`src/rtl/cmpr_pkg.sv`:
```
// shared types, constants and helpers for the contact manifold point reduction
`timescale 1ns / 1ps

package cmpr_pkg;

    localparam int MAX_CONTACTS = 4;
    localparam int SLOT_W       = 2;
    localparam int CNT_W        = 3;
    localparam int COORD_W      = 16;
    localparam int POINT_W      = 3 * COORD_W;
    localparam int DIFF_W       = COORD_W + 1;
    localparam int MUL_W        = DIFF_W + 1;
    localparam int PROD_W       = 2 * MUL_W;
    localparam int HALF_W       = DIFF_W;
    localparam int MAG_W        = 2 * HALF_W;
    localparam int SCORE_W      = 70;
    localparam int STEP_W       = 3;
    localparam int IN_DATA_W    = 4 * COORD_W;
    localparam int OUT_DATA_W   = 24;

    typedef enum logic [3:0] {
        ST_IDLE,
        ST_DECIDE,
        ST_SLOT,
        ST_READ,
        ST_COMP,
        ST_CROSS,
        ST_SLOT_END,
        ST_WRITE,
        ST_RESULT
    } ctl_state_t;

    typedef enum logic [3:0] {
        OP_NONE,
        OP_LOAD,
        OP_CLEAR,
        OP_APPEND,
        OP_REPLACE,
        OP_SLOT_CLR,
        OP_CROSS_END,
        OP_SLOT_END,
        OP_RESULT
    } dp_op_t;

    typedef enum logic [1:0] {
        LD_NONE,
        LD_B,
        LD_C,
        LD_D
    } ld_sel_t;

    typedef enum logic [2:0] {
        MUL_NONE,
        MUL_P1,
        MUL_P2,
        MUL_LL,
        MUL_HL,
        MUL_HH
    } mul_sel_t;

    typedef enum logic [2:0] {
        ACC_NONE,
        ACC_CLR,
        ACC_LL,
        ACC_HL,
        ACC_HH
    } acc_sel_t;

    typedef struct packed {
        dp_op_t            op;
        logic [SLOT_W-1:0] slot;
        logic [SLOT_W-1:0] rd_addr;
        ld_sel_t           ld;
        logic              uv_load;
        mul_sel_t          mul;
        logic [1:0]        comp;
        logic              t_load;
        logic              mag_load;
        acc_sel_t          acc;
    } dp_cmd_t;

    typedef struct packed {
        logic              is_clear;
        logic              full;
        logic              prot_valid;
        logic [SLOT_W-1:0] prot_idx;
        logic              out_free;
    } dp_status_t;

    // n-th slot other than i, in ascending order
    function automatic logic [SLOT_W-1:0] other_slot(input logic [SLOT_W-1:0] i,
                                                     input logic [SLOT_W-1:0] n);
        logic [SLOT_W-1:0] r;
        r = (n >= i) ? n + 2'd1 : n;
        return r;
    endfunction

endpackage

```
`src/rtl/cmpr_ctrl.sv`:
```
// controller state machine sequencing input, the replacement score search and the result
`timescale 1ns / 1ps

module cmpr_ctrl (
    input  logic                 clk,
    input  logic                 rst_n,
    input  logic                 s_axis_tvalid,
    output logic                 s_axis_tready,
    input  cmpr_pkg::dp_status_t status,
    output cmpr_pkg::dp_cmd_t    cmd
);
    import cmpr_pkg::*;

    ctl_state_t        state_reg, state_next;
    logic [SLOT_W-1:0] slot_reg, slot_next;
    logic [1:0]        pair_reg, pair_next;
    logic [1:0]        comp_reg, comp_next;
    logic [STEP_W-1:0] step_reg, step_next;

    logic [SLOT_W-1:0] o0, o1, o2, b_addr, c_addr, d_addr;

    assign o0 = other_slot(slot_reg, 2'd0);
    assign o1 = other_slot(slot_reg, 2'd1);
    assign o2 = other_slot(slot_reg, 2'd2);

    // pairings: (b | c,d) = (o0 | o1,o2), (o1 | o0,o2), (o2 | o0,o1)
    always_comb
    begin
        b_addr = o0;
        c_addr = o1;
        d_addr = o2;
        case (pair_reg)
            2'd1:
            begin
                b_addr = o1;
                c_addr = o0;
            end
            2'd2:
            begin
                b_addr = o2;
                c_addr = o0;
                d_addr = o1;
            end
            default:
            begin
                b_addr = o0;
            end
        endcase
    end

    always_ff @(posedge clk or negedge rst_n)
    begin
        if (!rst_n)
        begin
            state_reg <= ST_IDLE;
            slot_reg  <= '0;
            pair_reg  <= '0;
            comp_reg  <= '0;
            step_reg  <= '0;
        end
        else
        begin
            state_reg <= state_next;
            slot_reg  <= slot_next;
            pair_reg  <= pair_next;
            comp_reg  <= comp_next;
            step_reg  <= step_next;
        end
    end

    always_comb
    begin
        state_next = state_reg;
        slot_next  = slot_reg;
        pair_next  = pair_reg;
        comp_next  = comp_reg;
        step_next  = step_reg;
        unique case (state_reg)
            ST_IDLE:
            begin
                if (s_axis_tvalid)
                begin
                    state_next = ST_DECIDE;
                end
            end
            ST_DECIDE:
            begin
                slot_next = '0;
                if (status.is_clear || !status.full)
                begin
                    state_next = ST_RESULT;
                end
                else
                begin
                    state_next = ST_SLOT;
                end
            end
            ST_SLOT:
            begin
                pair_next = '0;
                step_next = '0;
                if (status.prot_valid && status.prot_idx == slot_reg)
                begin
                    state_next = ST_SLOT_END;
                end
                else
                begin
                    state_next = ST_READ;
                end
            end
            ST_READ:
            begin
                if (step_reg == STEP_W'(4))
                begin
                    step_next  = '0;
                    comp_next  = '0;
                    state_next = ST_COMP;
                end
                else
                begin
                    step_next = step_reg + 1'b1;
                end
            end
            ST_COMP:
            begin
                if (step_reg == STEP_W'(6))
                begin
                    step_next = '0;
                    if (comp_reg == 2'd2)
                    begin
                        state_next = ST_CROSS;
                    end
                    else
                    begin
                        comp_next = comp_reg + 1'b1;
                    end
                end
                else
                begin
                    step_next = step_reg + 1'b1;
                end
            end
            ST_CROSS:
            begin
                step_next = '0;
                if (pair_reg == 2'd2)
                begin
                    state_next = ST_SLOT_END;
                end
                else
                begin
                    pair_next  = pair_reg + 1'b1;
                    state_next = ST_READ;
                end
            end
            ST_SLOT_END:
            begin
                if (slot_reg == SLOT_W'(MAX_CONTACTS - 1))
                begin
                    state_next = ST_WRITE;
                end
                else
                begin
                    slot_next  = slot_reg + 1'b1;
                    state_next = ST_SLOT;
                end
            end
            ST_WRITE:
            begin
                state_next = ST_RESULT;
            end
            ST_RESULT:
            begin
                if (status.out_free)
                begin
                    state_next = ST_IDLE;
                end
            end
            default:
            begin
                state_next = ST_IDLE;
            end
        endcase
    end

    always_comb
    begin
        s_axis_tready = 1'b0;
        cmd           = '0;
        cmd.op        = OP_NONE;
        cmd.ld        = LD_NONE;
        cmd.mul       = MUL_NONE;
        cmd.acc       = ACC_NONE;
        cmd.slot      = slot_reg;
        cmd.comp      = comp_reg;
        unique case (state_reg)
            ST_IDLE:
            begin
                s_axis_tready = 1'b1;
                if (s_axis_tvalid)
                begin
                    cmd.op = OP_LOAD;
                end
            end
            ST_DECIDE:
            begin
                if (status.is_clear)
                begin
                    cmd.op = OP_CLEAR;
                end
                else if (!status.full)
                begin
                    cmd.op = OP_APPEND;
                end
            end
            ST_SLOT:
            begin
                cmd.op = OP_SLOT_CLR;
            end
            ST_READ:
            begin
                // registered read: address now, data lands in rd_reg in the next cycle
                case (step_reg)
                    3'd0:    cmd.rd_addr = b_addr;
                    3'd1:
                    begin
                        cmd.rd_addr = c_addr;
                        cmd.ld      = LD_B;
                    end
                    3'd2:
                    begin
                        cmd.rd_addr = d_addr;
                        cmd.ld      = LD_C;
                    end
                    3'd3:    cmd.ld = LD_D;
                    default:
                    begin
                        cmd.uv_load = 1'b1;
                        cmd.acc     = ACC_CLR;
                    end
                endcase
            end
            ST_COMP:
            begin
                case (step_reg)
                    3'd0:    cmd.mul = MUL_P1;
                    3'd1:
                    begin
                        cmd.mul    = MUL_P2;
                        cmd.t_load = 1'b1;
                    end
                    3'd2:    cmd.mag_load = 1'b1;
                    3'd3:    cmd.mul = MUL_LL;
                    3'd4:
                    begin
                        cmd.mul = MUL_HL;
                        cmd.acc = ACC_LL;
                    end
                    3'd5:
                    begin
                        cmd.mul = MUL_HH;
                        cmd.acc = ACC_HL;
                    end
                    default: cmd.acc = ACC_HH;
                endcase
            end
            ST_CROSS:    cmd.op = OP_CROSS_END;
            ST_SLOT_END: cmd.op = OP_SLOT_END;
            ST_WRITE:    cmd.op = OP_REPLACE;
            ST_RESULT:
            begin
                if (status.out_free)
                begin
                    cmd.op = OP_RESULT;
                end
            end
            default:
            begin
                cmd.op = OP_NONE;
            end
        endcase
    end

endmodule

```
`src/rtl/cmpr_datapath.sv`:
```
// contact store, shared multiplier, score accumulation and result register
`timescale 1ns / 1ps

module cmpr_datapath (
    input  logic                            clk,
    input  logic                            rst_n,
    input  logic [cmpr_pkg::IN_DATA_W-1:0]  s_axis_tdata,
    input  logic                            s_axis_tuser,
    input  cmpr_pkg::dp_cmd_t               cmd,
    output cmpr_pkg::dp_status_t            status,
    output logic                            m_axis_tvalid,
    input  logic                            m_axis_tready,
    output logic [cmpr_pkg::OUT_DATA_W-1:0] m_axis_tdata
);
    import cmpr_pkg::*;

    logic [POINT_W-1:0]        coord_mem [MAX_CONTACTS];
    logic signed [COORD_W-1:0] depth_reg [MAX_CONTACTS];
    logic [CNT_W-1:0]          count_reg;

    logic [POINT_W-1:0]        np_reg;
    logic signed [COORD_W-1:0] nd_reg;
    logic                      opc_reg;

    logic [POINT_W-1:0]        rd_reg, pb_reg, pc_reg, pd_reg;
    logic signed [DIFF_W-1:0]  u_reg [3];
    logic signed [DIFF_W-1:0]  v_reg [3];
    logic signed [PROD_W-1:0]  prod_reg, t_reg;
    logic [MAG_W-1:0]          mag_reg;
    logic [SCORE_W-1:0]        acc_reg, score_reg, best_reg;
    logic [SLOT_W-1:0]         pick_reg, slot_w_reg;
    logic                      repl_reg;
    logic                      m_valid_reg;
    logic [OUT_DATA_W-1:0]     out_reg;

    logic signed [MUL_W-1:0]   ma, mb;
    logic signed [DIFF_W-1:0]  ua, ub, va, vb;
    logic signed [PROD_W:0]    pdiff, pabs;
    logic [SCORE_W-1:0]        prod_ext;
    logic                      wr_en;
    logic [SLOT_W-1:0]         wr_addr;

    logic signed [COORD_W-1:0] prot_d;
    logic                      prot_valid;
    logic [SLOT_W-1:0]         prot_idx;
    logic signed [COORD_W-1:0] deep_d;
    logic [SLOT_W-1:0]         deep_s;

    function automatic logic signed [DIFF_W-1:0] coord_diff(input logic [POINT_W-1:0] a,
                                                            input logic [POINT_W-1:0] b,
                                                            input int k);
        logic signed [DIFF_W-1:0] ax, bx;
        ax = DIFF_W'($signed(a[COORD_W*k +: COORD_W]));
        bx = DIFF_W'($signed(b[COORD_W*k +: COORD_W]));
        return ax - bx;
    endfunction

    // a stored point deeper than the new one is protected; the deepest wins, the lowest slot on ties
    always_comb
    begin
        prot_d     = nd_reg;
        prot_valid = 1'b0;
        prot_idx   = '0;
        for (int i = 0; i < MAX_CONTACTS; i++)
        begin
            if (depth_reg[i] > prot_d)
            begin
                prot_d     = depth_reg[i];
                prot_valid = 1'b1;
                prot_idx   = SLOT_W'(i);
            end
        end
    end

    always_comb
    begin
        deep_d = '0;
        deep_s = '0;
        for (int i = 0; i < MAX_CONTACTS; i++)
        begin
            if (CNT_W'(i) < count_reg && (i == 0 || depth_reg[i] > deep_d))
            begin
                deep_d = depth_reg[i];
                deep_s = SLOT_W'(i);
            end
        end
    end

    assign status.is_clear   = opc_reg;
    assign status.full       = (count_reg == CNT_W'(MAX_CONTACTS));
    assign status.prot_valid = prot_valid;
    assign status.prot_idx   = prot_idx;
    assign status.out_free   = !m_valid_reg || m_axis_tready;

    // component operand pairs: x = u1v2-u2v1, y = u2v0-u0v2, z = u0v1-u1v0
    always_comb
    begin
        case (cmd.comp)
            2'd0:
            begin
                ua = u_reg[1]; ub = u_reg[2]; va = v_reg[1]; vb = v_reg[2];
            end
            2'd1:
            begin
                ua = u_reg[2]; ub = u_reg[0]; va = v_reg[2]; vb = v_reg[0];
            end
            default:
            begin
                ua = u_reg[0]; ub = u_reg[1]; va = v_reg[0]; vb = v_reg[1];
            end
        endcase
    end

    always_comb
    begin
        case (cmd.mul)
            MUL_P1:
            begin
                ma = MUL_W'(ua);
                mb = MUL_W'(vb);
            end
            MUL_P2:
            begin
                ma = MUL_W'(ub);
                mb = MUL_W'(va);
            end
            MUL_LL:
            begin
                ma = {1'b0, mag_reg[HALF_W-1:0]};
                mb = {1'b0, mag_reg[HALF_W-1:0]};
            end
            MUL_HL:
            begin
                ma = {1'b0, mag_reg[MAG_W-1:HALF_W]};
                mb = {1'b0, mag_reg[HALF_W-1:0]};
            end
            MUL_HH:
            begin
                ma = {1'b0, mag_reg[MAG_W-1:HALF_W]};
                mb = {1'b0, mag_reg[MAG_W-1:HALF_W]};
            end
            default:
            begin
                ma = '0;
                mb = '0;
            end
        endcase
    end

    assign pdiff    = (PROD_W + 1)'(t_reg) - (PROD_W + 1)'(prod_reg);
    assign pabs     = pdiff[PROD_W] ? -pdiff : pdiff;
    assign prod_ext = SCORE_W'(unsigned'(prod_reg));

    assign wr_en   = (cmd.op == OP_APPEND) || (cmd.op == OP_REPLACE);
    assign wr_addr = (cmd.op == OP_APPEND) ? count_reg[SLOT_W-1:0] : pick_reg;

    always_ff @(posedge clk)
    begin
        if (wr_en)
        begin
            coord_mem[wr_addr] <= np_reg;
            depth_reg[wr_addr] <= nd_reg;
        end
        rd_reg <= coord_mem[cmd.rd_addr];
    end

    always_ff @(posedge clk)
    begin
        if (cmd.op == OP_LOAD)
        begin
            np_reg  <= s_axis_tdata[POINT_W-1:0];
            nd_reg  <= s_axis_tdata[IN_DATA_W-1:POINT_W];
            opc_reg <= s_axis_tuser;
        end
        case (cmd.ld)
            LD_B:    pb_reg <= rd_reg;
            LD_C:    pc_reg <= rd_reg;
            LD_D:    pd_reg <= rd_reg;
            default: ;
        endcase
        if (cmd.uv_load)
        begin
            for (int k = 0; k < 3; k++)
            begin
                u_reg[k] <= coord_diff(np_reg, pb_reg, k);
                v_reg[k] <= coord_diff(pc_reg, pd_reg, k);
            end
        end
        prod_reg <= ma * mb;
        if (cmd.t_load)
        begin
            t_reg <= prod_reg;
        end
        if (cmd.mag_load)
        begin
            mag_reg <= pabs[MAG_W-1:0];
        end
        // square of the component split into 17-bit halves
        case (cmd.acc)
            ACC_CLR: acc_reg <= '0;
            ACC_LL:  acc_reg <= acc_reg + prod_ext;
            ACC_HL:  acc_reg <= acc_reg + (prod_ext << (HALF_W + 1));
            ACC_HH:  acc_reg <= acc_reg + (prod_ext << (2 * HALF_W));
            default: ;
        endcase
        case (cmd.op)
            OP_SLOT_CLR: score_reg <= '0;
            OP_CROSS_END:
            begin
                if (acc_reg > score_reg)
                begin
                    score_reg <= acc_reg;
                end
            end
            OP_SLOT_END:
            begin
                if (cmd.slot == '0 || score_reg > best_reg)
                begin
                    best_reg <= score_reg;
                    pick_reg <= cmd.slot;
                end
            end
            OP_CLEAR:
            begin
                slot_w_reg <= '0;
                repl_reg   <= 1'b0;
            end
            OP_APPEND:
            begin
                slot_w_reg <= count_reg[SLOT_W-1:0];
                repl_reg   <= 1'b0;
            end
            OP_REPLACE:
            begin
                slot_w_reg <= pick_reg;
                repl_reg   <= 1'b1;
            end
            OP_RESULT:
            begin
                out_reg <= {deep_d, deep_s, count_reg, repl_reg, slot_w_reg};
            end
            default: ;
        endcase
    end

    always_ff @(posedge clk or negedge rst_n)
    begin
        if (!rst_n)
        begin
            count_reg   <= '0;
            m_valid_reg <= 1'b0;
        end
        else
        begin
            if (cmd.op == OP_CLEAR)
            begin
                count_reg <= '0;
            end
            else if (cmd.op == OP_APPEND)
            begin
                count_reg <= count_reg + 1'b1;
            end
            if (cmd.op == OP_RESULT)
            begin
                m_valid_reg <= 1'b1;
            end
            else if (m_axis_tready)
            begin
                m_valid_reg <= 1'b0;
            end
        end
    end

    assign m_axis_tvalid = m_valid_reg;
    assign m_axis_tdata  = out_reg;

endmodule

```
`src/rtl/contact_manifold_point_reduction_top.sv`:
```
// top level of the four-point contact manifold reduction
//
//  channel   dir  handshake                 payload
//  s_axis    in   s_axis_tvalid/tready      tdata: x, y, z, penetration; tuser: opcode
//  m_axis    out  m_axis_tvalid/tready      tdata: slot, replaced, count, deepest slot, depth
//
// clear and append pass from the decide state straight to the result; an add to a full store
// runs a score search on the single shared 18x18 multiplier (15 products for each of up to
// twelve cross products, the protected slot skipped).
// one item is worked on at a time; the next one is taken while a result waits.
// reset empties the store; a stalled result holds in the output register.
`timescale 1ns / 1ps

module contact_manifold_point_reduction_top (
    input  logic                            clk,
    input  logic                            rst_n,
    input  logic                            s_axis_tvalid,
    output logic                            s_axis_tready,
    // x[15:0], y[31:16], z[47:32], penetration[63:48]
    input  logic [cmpr_pkg::IN_DATA_W-1:0]  s_axis_tdata,
    // opcode[0]
    input  logic                            s_axis_tuser,
    output logic                            m_axis_tvalid,
    input  logic                            m_axis_tready,
    // slot_written[1:0], was_replaced[2], contact_count[5:3], deepest_slot[7:6],
    // deepest_depth[23:8]
    output logic [cmpr_pkg::OUT_DATA_W-1:0] m_axis_tdata
);
    import cmpr_pkg::*;

    dp_cmd_t    cmd;
    dp_status_t status;

    cmpr_ctrl u_ctrl (
        .clk           (clk),
        .rst_n         (rst_n),
        .s_axis_tvalid (s_axis_tvalid),
        .s_axis_tready (s_axis_tready),
        .status        (status),
        .cmd           (cmd)
    );

    cmpr_datapath u_datapath (
        .clk           (clk),
        .rst_n         (rst_n),
        .s_axis_tdata  (s_axis_tdata),
        .s_axis_tuser  (s_axis_tuser),
        .cmd           (cmd),
        .status        (status),
        .m_axis_tvalid (m_axis_tvalid),
        .m_axis_tready (m_axis_tready),
        .m_axis_tdata  (m_axis_tdata)
    );

endmodule

```
`config.mk`:
```
export PLATFORM = sky130hd
export DESIGN_NAME = contact_manifold_point_reduction_top
export DESIGN_NICKNAME = d
export VERILOG_FILES = /design/src/rtl/cmpr_pkg.sv /design/src/rtl/cmpr_ctrl.sv /design/src/rtl/cmpr_datapath.sv /design/src/rtl/contact_manifold_point_reduction_top.sv
export SDC_FILE = /design/constraint.sdc
export NUM_CORES = 2
export LEC_CHECK = 0
export BUFFER_PORTS_ARGS = -buffer_cell sky130_fd_sc_hd__buf_2
export CAP_MARGIN = 25
export CELL_PAD_IN_SITES_DETAIL_PLACEMENT = 0
export CELL_PAD_IN_SITES_GLOBAL_PLACEMENT = 1
export CORE_UTILIZATION = 52
export DETAILED_ROUTE_END_ITERATION = 6
export PLACE_DENSITY = 0.85
export SYNTH_ARGS = -nofsm -noshare
export SYNTH_HDL_FRONTEND = slang
export SYNTH_SLANG_ARGS = --single-unit
```
`constraint.sdc`:
```
create_clock -name clk -period 17.75 [get_ports clk]
set_clock_uncertainty 0.15 [all_clocks]
set_input_delay 3.55 -clock clk [delete_from_list [all_inputs] [get_ports clk]]
set_output_delay 3.55 -clock clk [all_outputs]
set_load 0.05 [all_outputs]
```
* Word-level counts from Yosys, hierarchy flattened
Memories as Yosys holds them, arrays and structs flattened. A register that Yosys moved wholly into a read port is not among the register bits.
Index checks and enable logic that the tools add are counted.
** Word-level totals
- Flip-flop bits (word level) :: 571
- Memories :: 4
- Bits of input ports :: 69
- Word-level logic and storage cells :: 231
- Bits in writable memories :: 358
** Memories
- u_datapath.coord_mem :: depth 4, bits a word 48, read ports 1, clocked after Yosys merged registers in 1, write ports 1, RTL line cmpr_datapath.sv:17 : logic [POINT_W-1:0] coord_mem [MAX_CONTACTS];
- u_datapath.depth_reg :: depth 4, bits a word 16, read ports 4, clocked after Yosys merged registers in 0, write ports 1, RTL line cmpr_datapath.sv:18 : logic signed [COORD_W-1:0] depth_reg [MAX_CONTACTS];
- u_datapath.u_reg :: depth 3, bits a word 17, read ports 3, clocked after Yosys merged registers in 0, write ports 3, RTL line cmpr_datapath.sv:26 : logic signed [DIFF_W-1:0] u_reg [3];
- u_datapath.v_reg :: depth 3, bits a word 17, read ports 3, clocked after Yosys merged registers in 0, write ports 3, RTL line cmpr_datapath.sv:27 : logic signed [DIFF_W-1:0] v_reg [3];
** Operators by class
- Reductions and logical operators :: 37
- Equal/unequal tests :: 50
- Magnitude comparators :: 16
- Multiply operators :: 1
- Multiplexer cells :: 82
- Add/sub/neg operators :: 16
** Operators by type and width (number)
- case mux 70 bit (4 select lines) :: 1
- case mux 18 bit (4 select lines) :: 2
- greater-than comparator 70 bit :: 2
- case mux 70 bit (2 select lines) :: 1
- case mux 17 bit (2 select lines) :: 4
- greater-than comparator 16 bit :: 7
- two-way mux 16 bit :: 7
- subtractor 16 x 16 -> 17 bit :: 6
- adder 70 x 36 -> 70 bit :: 1
- adder 70 x 54 -> 70 bit :: 1
- adder 70 bit :: 1
- two-way mux 70 bit :: 1
- subtractor 36 x 36 -> 37 bit :: 1
- multiplier 18 x 18 -> 36 bit :: 1
- case mux 4 bit (9 select lines) :: 1
- two-way mux 34 bit :: 1
- negation 34 bit :: 1
- equality test 4 x 3 -> 1 bit (second input constant) :: 8
- two-way mux 4 bit :: 8
- case mux 4 bit (7 select lines) :: 1
- two-way mux 2 bit :: 13
- two-way mux 3 bit :: 8
- equality test 3 bit (second input constant) :: 7
- two-way mux 1 bit :: 21
- 37 further kinds :: 97

* Longest topological paths before layout
An unclocked memory read counts as a cell.
- Word-level depth :: 13
- Gate-level depth with buffers :: 46
- Mapped depth without buffers :: 41

* Modules after synthesis
Synthesis repeated with hierarchy kept, for this count alone.
** Second synthesis, totals
- Cell total of the unflattened synthesis :: 6318
- Area, all modules :: 67636.1 um^2
** Modules (own cells, without submodules)
- cmpr_datapath :: instances 1, area each 66263.6 um^2, cells each 6144
- cmpr_ctrl :: instances 1, area each 1372.6 um^2, cells each 174

* Worst setup path before layout
Ideal clock, no wire load.
- Path type :: register to register
- Start point :: register u_datapath.score_reg[47]
- End point :: register u_datapath.best_reg[0], enable pin
- Path buffers :: 0
- Arrival time :: 12.779 ns
- Stages on the path, launching flop included :: 13
- Setup slack :: 3.935 ns
- Clock period less this slack :: 13.815 ns
- Cells stage by stage :: edfxtp_1 > ha_1 > a21oi_1 > nor2b_1 > o21ai_0 > nand2b_1 > a21oi_1 > nor2b_1 > o21ai_0 > nand2b_1 > a21oi_1 > o311a_1 > a2111oi_0
** Between the ends
- Longest elaborated chain between the ends :: 3
** RTL lines
- start, declared :: RTL line cmpr_datapath.sv:30 : logic [SCORE_W-1:0] acc_reg, score_reg, best_reg;
- start signal, assigned :: RTL line cmpr_datapath.sv:212 : score_reg <= acc_reg;
- greater-than comparator 70 bit :: RTL line cmpr_datapath.sv:217 : if (cmd.slot == '0 || score_reg > best_reg)
- logical OR 1 bit :: RTL line cmpr_datapath.sv:217
- AND reduction 2 bit (no source line)
- end signal, assigned :: RTL line cmpr_datapath.sv:219 : best_reg <= score_reg;
- end, declared :: RTL line cmpr_datapath.sv:30
No other way between the ends.
A chain may end at the register's enable or synchronous reset.

* Worst setup path after layout
- Start point :: register u_ctrl.state_reg[3]
- End point :: register u_datapath.prod_reg[35]
** Between the ends
- Longest elaborated chain between the ends :: 6
** RTL lines
- start, declared :: RTL line cmpr_ctrl.sv:14 : ctl_state_t state_reg, state_next;
- start signal, assigned :: RTL line cmpr_ctrl.sv:63 : state_reg <= state_next;
- equality test 4 x 3 -> 1 bit (*) :: RTL line cmpr_ctrl.sv:196 : unique case (state_reg)
- two-way mux 3 bit (*) :: RTL line cmpr_ctrl.sv:196
- equality test 3 bit or equality test 3 x 2 -> 1 bit (tied branches) :: RTL line cmpr_datapath.sv:116 : case (cmd.mul)
- OR reduction 2 bit (no source line)
- case mux 18 bit (4 select lines) :: RTL line cmpr_datapath.sv:116
- multiplier 18 x 18 -> 36 bit (*) :: RTL line cmpr_datapath.sv:189 : prod_reg <= ma * mb;
- end signal, assigned :: RTL line cmpr_datapath.sv:189
- end, declared :: RTL line cmpr_datapath.sv:28 : logic signed [PROD_W-1:0] prod_reg, t_reg;
Every way passes the cells marked *; elsewhere a longest branch is shown, timed or not.

==> results.txt <==
----------------------------------------------------
[Run status]
  Result of the run ... completed

[STA]
  Final hold vios ... 0
  Final setup violation count ... 0
  Minimum clock period ... 10.43 ns
  Fin Setup TNS ... 0 ns
  Final setup margin ... 7.32 ns
  Worst-Margin Slew ... 1.15 ns
  Headroom to the max-slew limit ... 23.6%
  RSZ-0062 raised after global routing ... no
  Tightest hold margin ... around 0.29 ns
  Final Max Tran Viols ... 0
  Period Utilization, post-route ... 58.8%
  Achievable clock frequency ... between 90 and 100 MHz

[Floorplan]
  Boundary pin count ... between 90 and 100
  Floorplan core area ... 0.126 mm2
  Number of placement rows ... 130
  Total die area ... roughly 0.13 mm2
  Die X-Extent ... 358 um
  Vert. Die Dim ... roughly 360 um
  Starting density of the core ... 52.4%

[Pwr]
  Share of power burned in the clock network ... 47.3%
  Logic gate share of total power ... 0.2%
  Internal portion of total power ... 3.75 mW
  P_sw ... 952 uW
  Switching power as a share of total power ... 20.3%
  Register share of total power ... a little over half
  IR drop worst, VDD ... 0.0852 mV
  Power per Cell Area ... 65.3 mW/mm2
  Leak pwr ... 30.3 nW

[Layout]
  Area delta synth->final ... 9.36%
  Register with the most flip-flops ... u_datapath.coord_mem
  Largest register FFs ... roughly 190
  Share of cells above drive strength 1 ... 6.94%
  Final layout net count ... ~7.3k
  Diode count ... 0
  Leading cell type in the layout, fill and taps excluded ... sky130_fd_sc_hd__edfxtp_1
  Final instance count without filler cells ... around 8.0k
  Highest-count cells in the layout ignoring fill and taps ... 876 x sky130_fd_sc_hd__edfxtp_1, 847 x sky130_fd_sc_hd__inv_1, 597 x sky130_fd_sc_hd__ha_1

[Synthesis]
  Most used DFF post-synth ... sky130_fd_sc_hd__edfxtp_1
  Combined area of all synthesized cells ... 0.0658 mm2
  Post-synth EDFFs ... a little under 900
  Avg Cell Area, Syn ... 10.7 um2
  Number of instances in the synthesized netlist ... 6172
  Yosys warnings ... 0
  Yosys cell types ... 85
  Register bit count reported by yosys ... 977
  Part of the Yosys area used for sequential elements ... 43.2%
  Syn Nets ... 7179
  FFs w/ async S/R, synth ... 1.74%

[Placement]
  Setup slack after placement ... 7.57 ns
  # placed instances ... ~7.8k
  Final RePlAce weighted congestion ... 0.965
  IO Port Bufs ... 94
  Post-detailed-placement half-perimeter wirelength ... 125000 um

[CTS]
  Buffer levels on the longest clock path ... 3
  Number of clock sinks ... 977
  Clock input transition at the sequential cells of the worst setup and hold paths ... 0.06 ns
  Cell at the root of the clock tree ... sky130_fd_sc_hd__clkbuf_16
  Number of hold buffers added after CTS ... 0
  Number of setup buffers added after CTS ... 0
  TritonCTS clock tree ... yes
  Skew-Pair Late Insertion Delay ... 0.75 ns
  TritonCTS Buffers ... 104
  Number of H-tree levels ... 3
  Post-CTS sizing ... 0

[Setup path]
  Most frequent cell on the critical path ... sky130_fd_sc_hd__fa_1
  CP Capture Type ... register
  Crit path launch type ... register
  Library cell contributing the largest single delay on the critical path ... sky130_fd_sc_hd__o21ai_2
  Number of buffers and inverters on the critical path ... 4
  Kind of critical path ... reg -> reg
  Max stage delay on crit path ... 0.97 ns
  Worst path required time ... 18.19 ns
  CP max FO ... 17
  CP top delay family ... compound AO/OA/AOI/OAI gates
  Data arrival time of the critical path ... 10.87 ns

[GRT]
  Vias in the first global route ... 46.8k
  Initial antenna violation count ... 1
  Most used routing layer in global routing ... met2
  Total overflow reported by the global router ... 0
  M2 GR Usage ... 44.6%
  Wire length of the first global-routing pass ... between 200000 and 300000 um
  Pin count of the biggest net entering global routing ... 80
  Total track usage ... 26.2%
  Met1 Usage GRT ... 33.8%
  Met3 layer usage reported by global route ... 3.75%

[Detailed routing]
  Average wire per standard cell ... 20.8 um
  Total routed wirelength ... 167000 um
  Number of detailed-routing iterations run before antenna repair ... 6
  Number of routed nets with antenna violations ... 0
  Vias after detailed routing ... 46.9k
  Vias per Instance ... between 5 and 6
  Residual DRC ... 0
  Starting DRC count in detailed routing ... approximately 3.9k

[Job]
  Max-capacitance violation count ... 0

[Hold path]
  Path category of the worst min-delay check ... reg -> reg

----------------------------------------------------
==> layout make-up <==
cell class | instances | area [um2]
repair buffers | 168 | 1080
fillers | 10511 | 53600
flip-flops and latches | 977 | 28400
inverters | 848 | 3190
multi-input cells | 4164 | 33700
well taps | 1650 | 2060
clock buffers | 135 | 2840
clock inverters | 60 | 699
==> worst reg2reg max path: stages, from the launching register on <==
cell	delay [ns]
sky130_fd_sc_hd__dfrtp_1	0.49
sky130_fd_sc_hd__nand2b_1	0.55
sky130_fd_sc_hd__nor3_1	0.28
sky130_fd_sc_hd__buf_4	0.23
sky130_fd_sc_hd__nand2_1	0.11
sky130_fd_sc_hd__nor3_2	0.80
sky130_fd_sc_hd__a22oi_1	0.31
sky130_fd_sc_hd__o21ai_2	0.97
sky130_fd_sc_hd__nand2_1	0.19
sky130_fd_sc_hd__fa_1	0.55
sky130_fd_sc_hd__inv_1	0.06
sky130_fd_sc_hd__fa_1	0.54
sky130_fd_sc_hd__ha_1	0.14
sky130_fd_sc_hd__inv_1	0.05
sky130_fd_sc_hd__fa_1	0.56
sky130_fd_sc_hd__fa_1	0.45
sky130_fd_sc_hd__fa_1	0.55
sky130_fd_sc_hd__inv_1	0.04
sky130_fd_sc_hd__ha_1	0.22
sky130_fd_sc_hd__or3_1	0.41
sky130_fd_sc_hd__o31ai_1	0.44
sky130_fd_sc_hd__a21oi_1	0.24
sky130_fd_sc_hd__o41ai_1	0.91
sky130_fd_sc_hd__o21ai_0	0.37
sky130_fd_sc_hd__a21oi_1	0.27
sky130_fd_sc_hd__o21ai_0	0.10
sky130_fd_sc_hd__a21oi_1	0.20
sky130_fd_sc_hd__xnor2_1	0.09
==> power groups by stage <==
stage / sequential, mW / clock [mW] / combinational [mW]
2_1_floorplan: 2.52 / 0 / 0.0000970
3_3_place_gp: 2.52 / 0 / 0.00930
3_5_place_dp: 2.52 / 0 / 0.00931
4_1_cts: 2.47 / 2.26 / 0.00939
5_1_grt: 2.47 / 2.34 / 0.00985
6_report: 2.47 / 2.22 / 0.00917
==> cell families (layout without fill, tap and decap cells) <==
family,after synthesis,count (layout),share of synthesized area (%)
flops,977,977,43.2
simple gates,1534,1534,10.9
buf+inv,1031,1211,5.92
xor+xnor,261,261,3.47
compound gates,1360,1360,13.7
mux,71,71,1.19
fa+ha+maj,938,938,21.7
==> Yosys cell counts, types with 88 or more instances <==
| cell type | instances | area share (%) |
|---|---|---|
| sky130_fd_sc_hd__a21o_1 | 161 | 1.8 |
| sky130_fd_sc_hd__a21oi_1 | 313 | 2.4 |
| sky130_fd_sc_hd__and2_1 | 100 | 0.95 |
| sky130_fd_sc_hd__clkbuf_1 | 165 | 0.94 |
| sky130_fd_sc_hd__edfxtp_1 | 876 | 40 |
| sky130_fd_sc_hd__fa_1 | 339 | 10 |
| sky130_fd_sc_hd__ha_1 | 599 | 11 |
| sky130_fd_sc_hd__inv_1 | 848 | 4.8 |
| sky130_fd_sc_hd__nand2_1 | 541 | 3.1 |
| sky130_fd_sc_hd__nor2_1 | 389 | 2.2 |
| sky130_fd_sc_hd__nor3_1 | 94 | 0.72 |
| sky130_fd_sc_hd__o21ai_0 | 210 | 1.6 |
| sky130_fd_sc_hd__o22ai_1 | 104 | 0.99 |
| sky130_fd_sc_hd__xnor2_1 | 173 | 2.3 |
| sky130_fd_sc_hd__xor2_1 | 88 | 1.2 |
==> final timing paths <==
| check | start | to | slack, ns | cells past startpoint |
|---|---|---|---|---|
| setup reg to reg | u_ctrl.state_reg[3] | u_datapath.prod_reg[35] | 7.32 | 27 |
| setup / recovery | u_ctrl.state_reg[3] | u_datapath.prod_reg[35] | 7.32 | 27 |
| hold reg to reg | u_datapath.slot_w_reg[0] | u_datapath.m_axis_tdata[0] | 0.29 | 0 |
| min in group asynchronous | rst_n | u_ctrl.comp_reg[0] | 2.61 | 1 |
| max in group asynchronous | rst_n | u_ctrl.step_reg[1] | 14.52 | 1 |
| hold / removal | u_datapath.slot_w_reg[0] | u_datapath.m_axis_tdata[0] | 0.29 | 0 |
==> metal layers <==
metal | share of wire, % | routed length [um]
met4 | 3.9 | 6510
met2 | 48 | 80800
met5 | 0 | 0
met3 | 5.7 | 9510
met1 | 42 | 69900
==> metrics by stage <==
step / power, mW / area [um2] / util, %
2_1_floorplan: 2.52 / 65800 / -
3_3_place_gp: 2.53 / 68300 / 54.4
3_5_place_dp: 2.53 / 68400 / 54.4
4_1_cts: 4.74 / 71900 / 57.3
5_1_grt: 4.82 / 72000 / 57.3
6_report: 4.70 / 72000 / 57.3
Note: power is estimated with default switching activity, not from simulation.
